## src/hw/rtl/msis_pkg.sv

```systemverilog
package msis_pkg;

  // sample and pattern width seen on the ports
  localparam int SAMPLE_W = 8;
  // default width of the decoder inputs
  localparam int INPUT_WIDTH_DEF = 8;
  // test pattern after reset
  localparam logic [SAMPLE_W-1:0] PATTERN_RESET = 8'h7F;
  // reads of the test inputs per round
  localparam int TEST_READS = 3;
  // depth of the debounce ring
  localparam int RING_DEPTH = 6;
  // agreeing samples needed to move a filtered bit
  localparam int VOTE_MIN = 4;
  // result word width, padded to whole bytes
  localparam int RESULT_W = 16;

  // sequencer phases
  typedef enum logic [2:0] {
    PH_ARM_DATA  = 3'd0,
    PH_READ_DATA = 3'd1,
    PH_READ_TEST = 3'd3,
    PH_WAIT      = 3'd4
  } phase_e;

  // decoder select command
  typedef enum logic [1:0] {
    SEL_NONE = 2'd0,
    SEL_DATA = 2'd1,
    SEL_TEST = 2'd2
  } mux_sel_e;

  // sequencer outcome of one tick
  typedef struct packed {
    mux_sel_e mux_select;
    logic     test_done;
    logic     test_fail;
    logic     ring_push;
  } seq_out_t;

endpackage

```

## src/hw/rtl/msis_seq.sv

```systemverilog
module msis_seq #(
  parameter int DATA_W = msis_pkg::INPUT_WIDTH_DEF
) (
  input  logic              clk_i,
  input  logic              rst_ni,
  input  logic              step_i,
  input  logic [DATA_W-1:0] sample_i,
  input  logic [DATA_W-1:0] pattern_i,
  output msis_pkg::seq_out_t ctrl_o,
  output logic [DATA_W-1:0] held_data_o
);

  msis_pkg::phase_e phase_q, phase_d;
  msis_pkg::phase_e after_q, after_d;
  logic             pending_q, pending_d;
  logic [DATA_W-1:0] held_q, held_d;
  logic [1:0]       count_q, count_d;
  // first two test reads; the third comes straight from the input
  logic [DATA_W-1:0] ts_q [2];
  logic             ts_we;
  logic [1:0]       idx;
  logic [DATA_W-1:0] maj;

  // read slot, reduced into range
  assign idx = (count_q == 2'd3) ? 2'd0 : count_q;

  // bitwise 2-of-3 majority of the test reads
  assign maj = (ts_q[0] & ts_q[1]) | (ts_q[0] & sample_i) | (ts_q[1] & sample_i);

  // next phase and tick outputs
  always_comb begin
    phase_d   = phase_q;
    after_d   = after_q;
    pending_d = pending_q;
    held_d    = held_q;
    count_d   = count_q;
    ts_we     = 1'b0;
    ctrl_o    = '{mux_select: msis_pkg::SEL_NONE, test_done: 1'b0,
                  test_fail: 1'b0, ring_push: 1'b0};
    unique case (phase_q)
      msis_pkg::PH_ARM_DATA: begin
        pending_d = 1'b0;
        after_d   = msis_pkg::PH_READ_DATA;
        phase_d   = msis_pkg::PH_WAIT;
      end
      msis_pkg::PH_READ_DATA: begin
        held_d    = sample_i;
        pending_d = 1'b1;
        after_d   = msis_pkg::PH_READ_TEST;
        count_d   = 2'd0;
        phase_d   = msis_pkg::PH_WAIT;
      end
      msis_pkg::PH_READ_TEST: begin
        if (idx == 2'(msis_pkg::TEST_READS - 1)) begin
          count_d          = 2'd0;
          phase_d          = msis_pkg::PH_ARM_DATA;
          ctrl_o.test_done = 1'b1;
          if (maj == pattern_i) begin
            ctrl_o.ring_push = 1'b1;
          end else begin
            ctrl_o.test_fail = 1'b1;
          end
        end else begin
          ts_we   = 1'b1;
          count_d = idx + 2'd1;
        end
      end
      msis_pkg::PH_WAIT: begin
        ctrl_o.mux_select = pending_q ? msis_pkg::SEL_TEST : msis_pkg::SEL_DATA;
        phase_d           = after_q;
      end
      default: begin
        phase_d = msis_pkg::PH_ARM_DATA;
      end
    endcase
  end

  // control state
  always_ff @(posedge clk_i or negedge rst_ni) begin
    if (!rst_ni) begin
      phase_q   <= msis_pkg::PH_ARM_DATA;
      after_q   <= msis_pkg::PH_ARM_DATA;
      pending_q <= 1'b0;
      held_q    <= '0;
      count_q   <= 2'd0;
    end else if (step_i) begin
      phase_q   <= phase_d;
      after_q   <= after_d;
      pending_q <= pending_d;
      held_q    <= held_d;
      count_q   <= count_d;
    end
  end

  // test read store
  always_ff @(posedge clk_i) begin
    if (step_i && ts_we) begin
      ts_q[idx[0]] <= sample_i;
    end
  end

  assign held_data_o = held_q;

endmodule

```

## src/hw/rtl/msis_filter.sv

```systemverilog
module msis_filter #(
  parameter int DATA_W = msis_pkg::INPUT_WIDTH_DEF
) (
  input  logic              clk_i,
  input  logic              rst_ni,
  input  logic              push_i,
  input  logic [DATA_W-1:0] data_i,
  output logic [DATA_W-1:0] filt_next_o
);

  localparam int PtrW = $clog2(msis_pkg::RING_DEPTH + 2);

  logic [DATA_W-1:0] ring_q [msis_pkg::RING_DEPTH];
  logic [DATA_W-1:0] ring_new [msis_pkg::RING_DEPTH];
  logic [PtrW-1:0]   ptr_q, ptr_d, rp;
  logic [DATA_W-1:0] filt_q, vote;
  logic [msis_pkg::RING_DEPTH-1:0] column [DATA_W];

  // write slot, reduced into range
  assign rp = (ptr_q >= PtrW'(msis_pkg::RING_DEPTH)) ?
              ptr_q - PtrW'(msis_pkg::RING_DEPTH) : ptr_q;
  assign ptr_d = (rp == PtrW'(msis_pkg::RING_DEPTH - 1)) ? '0 : rp + PtrW'(1);

  // ring as it stands after this push
  always_comb begin
    for (int k = 0; k < msis_pkg::RING_DEPTH; k++) begin
      ring_new[k] = (PtrW'(k) == rp) ? data_i : ring_q[k];
    end
  end

  // 4-of-6 vote per bit, hold on a tie
  always_comb begin
    for (int b = 0; b < DATA_W; b++) begin
      for (int k = 0; k < msis_pkg::RING_DEPTH; k++) begin
        column[b][k] = ring_new[k][b];
      end
      if ($countones(column[b]) >= msis_pkg::VOTE_MIN) begin
        vote[b] = 1'b1;
      end else if ($countones(~column[b]) >= msis_pkg::VOTE_MIN) begin
        vote[b] = 1'b0;
      end else begin
        vote[b] = filt_q[b];
      end
    end
  end

  assign filt_next_o = push_i ? vote : filt_q;

  // ring, pointer and filtered state
  always_ff @(posedge clk_i or negedge rst_ni) begin
    if (!rst_ni) begin
      for (int k = 0; k < msis_pkg::RING_DEPTH; k++) begin
        ring_q[k] <= '0;
      end
      ptr_q  <= '0;
      filt_q <= '0;
    end else if (push_i) begin
      ring_q[rp[PtrW-1:0]] <= data_i;
      ptr_q                <= ptr_d;
      filt_q               <= vote;
    end
  end

endmodule

```

## src/hw/rtl/muxed_input_sampler_with_selftest.sv

```systemverilog
// Decoder input sampler with self-test.
// Slave channel s_*: one transfer per scheduler tick, carrying the byte read from
// the multiplexed decoder. Master channel m_*: one result transfer per input
// transfer, in order. Config channel cfg_*: writes the expected test pattern,
// always ready, to be written only while the block is idle.
// A round runs seven ticks: arm data select, issue it, read data, issue test
// select, three test reads. A 2-of-3 majority of the test reads that matches the
// pattern pushes the held data byte into a six-deep ring; each filtered bit moves
// when 4 of 6 samples agree. A mismatch raises test_fail instead.
// A result turns valid in the cycle after its input transfer; while the receiver
// does not stall, the block takes one item per cycle, since all work for a tick
// sits between the state registers and the output register.
// Reset clears the sequence to the arm phase, the ring and filtered state to zero,
// and the pattern to 0x7F. While the receiver stalls with a result held, s_tready_o
// drops and nothing is lost; a result taken frees the slot in the same cycle.
module muxed_input_sampler_with_selftest #(
  parameter int INPUT_WIDTH = msis_pkg::INPUT_WIDTH_DEF
) (
  input  logic                          clk_i,
  input  logic                          rst_ni,
  input  logic                          s_tvalid_i,
  output logic                          s_tready_o,
  // sample[7:0]
  input  logic [msis_pkg::SAMPLE_W-1:0] s_tdata_i,
  output logic                          m_tvalid_o,
  input  logic                          m_tready_i,
  // mux_select[1:0], input_state[9:2], test_done[10], test_fail[11], zero[15:12]
  output logic [msis_pkg::RESULT_W-1:0] m_tdata_o,
  input  logic                          cfg_valid_i,
  output logic                          cfg_ready_o,
  input  logic [msis_pkg::SAMPLE_W-1:0] cfg_data_i
);

  localparam int DataW = (INPUT_WIDTH < msis_pkg::SAMPLE_W) ? INPUT_WIDTH :
                         msis_pkg::SAMPLE_W;

  logic                          accept;
  logic [DataW-1:0]              pattern_q;
  logic [DataW-1:0]              held_data;
  logic [DataW-1:0]              filt_next;
  logic [msis_pkg::SAMPLE_W-1:0] filt_ext;
  msis_pkg::seq_out_t            ctrl;
  logic                          m_tvalid_q;
  logic [msis_pkg::RESULT_W-1:0] m_tdata_q;

  // input transfer whenever the output slot is free or draining
  assign s_tready_o  = !m_tvalid_q || m_tready_i;
  assign accept      = s_tvalid_i && s_tready_o;
  assign cfg_ready_o = 1'b1;

  // test pattern register
  always_ff @(posedge clk_i or negedge rst_ni) begin
    if (!rst_ni) begin
      pattern_q <= DataW'(msis_pkg::PATTERN_RESET);
    end else if (cfg_valid_i) begin
      pattern_q <= cfg_data_i[DataW-1:0];
    end
  end

  msis_seq #(
    .DATA_W (DataW)
  ) u_seq (
    .clk_i       (clk_i),
    .rst_ni      (rst_ni),
    .step_i      (accept),
    .sample_i    (s_tdata_i[DataW-1:0]),
    .pattern_i   (pattern_q),
    .ctrl_o      (ctrl),
    .held_data_o (held_data)
  );

  msis_filter #(
    .DATA_W (DataW)
  ) u_filter (
    .clk_i       (clk_i),
    .rst_ni      (rst_ni),
    .push_i      (accept && ctrl.ring_push),
    .data_i      (held_data),
    .filt_next_o (filt_next)
  );

  assign filt_ext = msis_pkg::SAMPLE_W'(filt_next);

  // output register
  always_ff @(posedge clk_i or negedge rst_ni) begin
    if (!rst_ni) begin
      m_tvalid_q <= 1'b0;
    end else if (accept) begin
      m_tvalid_q <= 1'b1;
    end else if (m_tready_i) begin
      m_tvalid_q <= 1'b0;
    end
  end

  always_ff @(posedge clk_i) begin
    if (accept) begin
      m_tdata_q <= {4'b0000, ctrl.test_fail, ctrl.test_done, ~filt_ext,
                    ctrl.mux_select};
    end
  end

  assign m_tvalid_o = m_tvalid_q;
  assign m_tdata_o  = m_tdata_q;

endmodule

```

## config.mk

```make
export PLATFORM = sky130hd
export DESIGN_NAME = muxed_input_sampler_with_selftest
export DESIGN_NICKNAME = d
export VERILOG_FILES = /design/src/hw/rtl/msis_pkg.sv /design/src/hw/rtl/msis_seq.sv /design/src/hw/rtl/msis_filter.sv /design/src/hw/rtl/muxed_input_sampler_with_selftest.sv
export SDC_FILE = /design/constraint.sdc
export NUM_CORES = 1
export LEC_CHECK = 0
export ABC_CLOCK_PERIOD_IN_PS = 3100
export BUFFER_PORTS_ARGS = -buffer_cell sky130_fd_sc_hd__buf_2
export CAP_MARGIN = 20
export CORE_UTILIZATION = 45
export DETAILED_ROUTE_END_ITERATION = 10
export GPL_ROUTABILITY_DRIVEN = 1
export PLACE_DENSITY = 0.75
export SYNTH_ARGS = -nofsm -noshare
export SYNTH_HDL_FRONTEND = slang
export SYNTH_SLANG_ARGS = --single-unit
```

## constraint.sdc

```tcl
create_clock -name clk_i -period 3.1 [get_ports clk_i]
set_clock_uncertainty 0.1 [all_clocks]
set_input_delay 0.62 -clock clk_i [delete_from_list [all_inputs] [get_ports clk_i]]
set_output_delay 0.62 -clock clk_i [all_outputs]
set_load 0.01 [all_outputs]
```

# Word-level counts from Yosys, hierarchy flattened
# Memory sizes are Yosys's and may differ from the RTL's.
# Cells that the tools add are included.
# Widths: inputs -> output; s select.
# op_classes
add_sub_neg	83
n_lt_le_gt_ge	19
n_eq_ne	13
mux	46
bitwise_logic	15
reduce_logical	17
# op_table
op	n
$add 32x32->32	32
$ge 32x4->1 const B	16
$add 1x1->2	48
$mux 8	8
$bwmux 48	1
$not 6->6	8
$mux 1	25
$and 8x8->8	3
$demux 8 s3	1
$or 8x8->8	2
$mux 3	4
$reduce_and 2->1	5
$pmux 3 s3	1
$eq 8x8->1	1
$not 8->8	1
$eq 2x3->1 const A	2
$eq 3x3->1 const A	2
$eq 3x3->1 const B	2
$logic_not 3->1	2
$mux 2	3
$pmux 3 s2	1
$reduce_bool 2->1	3
$eq 2x2->1 const B	2
$ge 4x4->1 const B	1
other kinds (16)	19
# totals
ff_bits	97
ram_bits	16
input_bits	21
out_inout_bits	19
word_cells	213
memories	1
# memory_table
memory	depth	word_bits	rd	rd_clocked_by_memory_dff	write_ports	line	rtl
u_seq.ts_q	2	8	2	0	1	msis_seq.sv:19	logic [DATA_W-1:0] ts_q [2];

# Longest topological paths before layout
# logic_depth
depth_word	13
mapped_depth	12

# Cells and area by module
# From an unflattened synthesis, not the netlist that was laid out.
# unflattened
hier_cells	489
area_unflattened_um2	6206.0
# by_module_without_submodules
mod	n_inst	cells_per_inst	area_each_um2	seq_area_each_um2
msis_filter	1	322	3935.0	1476.4
msis_seq	1	118	1445.1	855.8
muxed_input_sampler_with_selftest	1	49	825.8	594.3

# Worst setup path before layout
# OpenSTA, ideal clock, no wires.
# synth_path
path_type	input -> register
from	input port s_tdata_i[0] in the netlist's numbering
to	register u_filter.ring_q[0] in the netlist's numbering
setup_time_ns	0.125
t_arrival_ns	2.795
required_ns	2.875
slack_ns	0.080
path_stages	7
path_buffers	1
cell_sequence	maj3_2 xor2_1 or3_4 or4_4 buf_6 nor4_4 mux2_2
# synth_via
elab_chain_cells	8
# synth_lines
element	line	rtl
start, declared	muxed_input_sampler_with_selftest.sv:24	input logic [msis_pkg::SAMPLE_W-1:0] s_tdata_i,
$and 8x8->8	msis_seq.sv:28	assign maj = (ts_q[0] & ts_q[1]) | (ts_q[0] & sample_i) | (ts_q[1] & sample_i);
$or 8x8->8	msis_seq.sv:28	
$or 8x8->8 (*)	msis_seq.sv:28	
$eq 8x8->1 (*)	msis_seq.sv:58	if (maj == pattern_i) begin
$mux 1 (*)	msis_seq.sv:58	
$mux 3 (*)	msis_seq.sv:54	if (idx == 2'(msis_pkg::TEST_READS - 1)) begin
$mux 1 (*)	msis_seq.sv:40	unique case (phase_q)
$logic_and 1x1->1 (*)	muxed_input_sampler_with_selftest.sv:77	.push_i (accept && ctrl.ring_push),
end signal, assigned by index	msis_filter.sv:58	ring_q[rp[PtrW-1:0]] <= data_i;
end, declared	msis_filter.sv:13	logic [DATA_W-1:0] ring_q [msis_pkg::RING_DEPTH];
# Mark *: on every way between the ends. The rest lies on a longest branch, timed or not.
# A chain may end at the register's enable or synchronous reset.

# Final worst setup path
# layout_path
from	register u_filter.ptr_q[2]
to	register m_tdata_q, in the netlist m_tdata_o[5], data pin
# layout_via
elab_chain_cells	13
# layout_lines
element	line	rtl
start, declared	msis_filter.sv:15	logic [PtrW-1:0] ptr_q, ptr_d, rp;
start signal, assigned	msis_filter.sv:59	ptr_q <= ptr_d;
$sub 3x3->3 / $ge 3x3->1 (equally long branches)	msis_filter.sv:21, msis_filter.sv:20	
$mux 3 (*)	msis_filter.sv:20	assign rp = (ptr_q >= PtrW'(msis_pkg::RING_DEPTH)) ?
$eq 1x3->1, or another cell as far along	msis_filter.sv:27	ring_new[k] = (PtrW'(k) == rp) ? data_i : ring_q[k];
$mux 8	msis_filter.sv:27	
$not 6->6	msis_filter.sv:39	end else if ($countones(~column[b]) >= msis_pkg::VOTE_MIN) begin
$add 1x1->2 (not written as such)	msis_filter.sv:39	
$add 32x32->32 (not written as such) (2 in series)	msis_filter.sv:39	
$ge 32x4->1	msis_filter.sv:39	
$mux 1	msis_filter.sv:39	
$mux 1 (*)	msis_filter.sv:37	if ($countones(column[b]) >= msis_pkg::VOTE_MIN) begin
$mux 8 (*)	msis_filter.sv:47	assign filt_next_o = push_i ? vote : filt_q;
$not 8->8 (*)	muxed_input_sampler_with_selftest.sv:97	m_tdata_q <= {4'b0000, ctrl.test_fail, ctrl.test_done, ~filt_ext,
end signal, assigned	muxed_input_sampler_with_selftest.sv:97	
end, declared	muxed_input_sampler_with_selftest.sv:44	logic [msis_pkg::RESULT_W-1:0] m_tdata_q;
# Marks and branches as above.

==> reports/metrics.yaml <==
status:
  status: "finished clean"
cts:
  cts_sinks: 111
  cts_tree: "yes"
  cts_max_level: 3
  clockRootBuffer: "clkbuf_16"
  clkLatencyLatePin_ps: 360
  cts.clk_slew.worst_paths_ps: 70
  cts_made_buffers: 9
  cts.path.max_buffers: 2
drt:
  wirelength_um: 13700
  ant_nets: 0
  firstDrtPassIters: 4
  post_drt_wl_per_cell_um: 17.9
  viasPerCell: 5.51
  vias: 4215
  drcViolationCount: 0
  drt_iter0_drc: 201
timing:
  fmax_mhz: 335
  whs_ps: 118
  relSlewSlack: 0.482
  hold_viol: 0
  period_minus_slack_ps: 2990
  setup_slack_ps: 115
  post-route-period-util: 0.963
  tightest_slew_ps: 776
  maxSlewViolCount: 0
  setup_violations: 0
setup_path:
  cp_common_cell: "ha_1"
  crit_path_max_fanout: 5
  cp-end-kind: "register"
  reg2reg_setup_slack_ps: 110
  cp.arrival_ps: 3120
  cp_num_buf_inv: 2
  critPathRequiredTime_ps: 3230
  crit_family: "compound AO/OA/AOI/OAI gates"
  setup.worst_path.start_class: "register"
  max_stage_delay_ps: 450
  regToRegEndpoint: "m_tdata_o[5]"
  critPathKind: "register to register"
  crit_slowest_cell: "dfrtp_2"
  crit_chain: "nor2b_4 > and2_1 > ha_1 > buf_4 > mux2_2 > inv_1 > ha_1 > ha_1 > a21o_1 > a21oi_1 > o41ai_1 > o21a_1"
  r2r_cells: 12
  timing.rr.start: "u_filter.ptr_q[2]"
global_route:
  grt_pass1_wl_um: 22800
  grt_start_max_net_pins: 84
  grt_overflow: 0
  antenna_found_initial: 0
  grt_pass1_vias: 4492
  grt_usage: 0.204
logic_synthesis:
  synthArstFlopShare: 0.748
  syn_inst: 528
  ys_types: 53
  avgSynthCellArea_sq_um: 12.3
  synth_seq_cells: 111
  ys_seq_area_frac: 0.449
  syn_area_sq_um: 6520
  yosysWarnings: 0
  ys.flop_type: "dfrtp_1"
  synth_enable_flop_cells: 28
power_and_ir_drop:
  power_leakage_uw: 0.00364
  powerDensity_nw_per_um2: 478
  ir_drop_mv: 0.439
place:
  dp_slack_ps: -33.7
  place_congestion: 0.872
  place.port_buffers: 34
  dp_hpwl_um: 9780
floorplanning:
  die_w_um: 122
  fp.dieH_um: 122
  row_count: 43
  core_area_sq_um: 14000
  start_util: 0.466
  die_area_sq_um: 15000
  io_pins: 40
final_layout:
  diodes: 0
  syn_to_final_growth_pct: 13.5
  final_core_util: 0.529
  num-nets-final: 676
  drive_above_1_share: 0.330
worst_hold_path:
  hold_path.class: "input port to asynchronous set/reset pin"
run:
  cap_violations: 0
## timing repair
action                     CTS  global route
setup endpoints to repair    1            16
resized for setup            2            11
buffers inserted             0             1
cloned                       0             0
hold buffers                 0             0
## per-layer routing
metal	part of all wire	track usage	vias up
li1	-	-	1966
met1	0.43	0.251	2157
met2	0.51	0.351	67
met3	0.027	0.0400	25
met4	0.027	0.0831	0
met5	0	0	-
## worst max path at each step
stage                            from                 end  slack (ps)  cells past startpoint
global placement         s_tdata_i[0]  u_filter.ring_q[6]          70                      8
global route        u_filter.ptr_q[2]        m_tdata_o[8]          -1                     12
finish              u_filter.ptr_q[2]        m_tdata_o[5]         110                     12
detailed placement       s_tdata_i[0]            register         -30                      8
CTS                 u_filter.ptr_q[1]        m_tdata_o[3]          30                     12
floorplan                s_tdata_i[0]  u_filter.ring_q[0]          80                      7
## worst reg2reg max path: cells and delay by family (launching register included)
kind / cells / cell delay (ps)
mux: 1 / 360
simple gates: 2 / 310
compound gates: 4 / 720
fa+ha+maj: 3 / 690
flops: 1 / 450
buf+inv: 2 / 230
## synth_stat cells (all sizes together), types with 2 or more instances
cell type  number  area [sq um]
mux2i          22           220
dfrtp          76          1900
nand4           3          18.8
a21oi          21           105
edfxtp         28           841
a21o            8          60.1
nand2b          5          31.3
nand3           3          15.0
a22o            3          26.3
nor3            2          10.0
dfstp           7           184
fa             16           320
mux2           91          1020
a211oi          4          30.0
nand2          14          52.6
inv            56           210
nand3b          2          15.0
o21ai          17          85.1
o41ai           8          70.1
nor4            5          67.6
maj3            2          21.3
ha             59           738
nor2           12          45.0
conb            2          7.51
and2            3          18.8
xor2            2          17.5
clkbuf         16          60.1
o21a           10          75.1
buf             8          56.3
a311oi          2          17.5
nor2b           4          25.0
## report_power, final
part	total, uW	leakage, uW	switching (uW)	internal, uW
Clock	1180	0.000140	548	629
Combinational	506	0.00216	267	239
Sequential	1850	0.00134	246	1610
## logic make-up (layout without fill, tap and decap cells)
kind of cell / Yosys count / after routing / share of synthesized area
xor gates and xnor gates: 3 / 3 / 0.00403
buffers and inverters: 80 / 134 / 0.0501
and+or+nand+nor: 62 / 62 / 0.0580
other: 2 / 5 / 0.00115
AOI/OAI and AO/OA: 80 / 80 / 0.0808
muxes: 113 / 113 / 0.191
DFF: 111 / 111 / 0.449
adders and majority gates: 77 / 77 / 0.166
## cell usage in the layout (no fill, tap or decap), drive strengths merged, types with 7 or more instances in the layout
cell type	Yosys	final
a21o	8	8
a21oi	21	21
ha	59	59
mux2i	22	22
dfrtp	76	76
clkbuf	16	9
fa	16	16
o41ai	8	8
buf	8	62
mux2	91	91
nor2	12	12
o21ai	17	17
dfstp	7	7
edfxtp	28	28
o21a	10	10
nand2	14	14
inv	56	58
## flip-flops by register name, indices dropped and copies added (netlist names), named ones only
register and cells:
m_tdata_o 12, m_tvalid_o 1, pattern_q 8, u_filter.ptr_q 3
u_filter.ring_q 48, u_seq.after_q 1, u_seq.count_q 2, u_seq.held_data_o 8
u_seq.pending_q 1, u_seq.phase_q 3, u_seq.ts_q 16
## cell type report
class | count | area (sq um)
fill | 1189 | 6590
multi-input combinational | 340 | 3330
inverter | 56 | 210
timing repair buffer | 62 | 407
clock buffer | 9 | 225
tap | 180 | 225
sequential | 111 | 2930
clock inverter | 7 | 71.3
## per-stage QoR
stage	TNS, ps	power (uW)	cells	area [sq um]
global route	-1.45	3730	765	7390
detailed placement	-63.4	2380	747	7000
floorplan	0	2180	531	6530
CTS	0	3560	763	7310
finish	0	3540	765	7390
global placement	0	2340	747	7000
(Power assumes the default switching activity.)
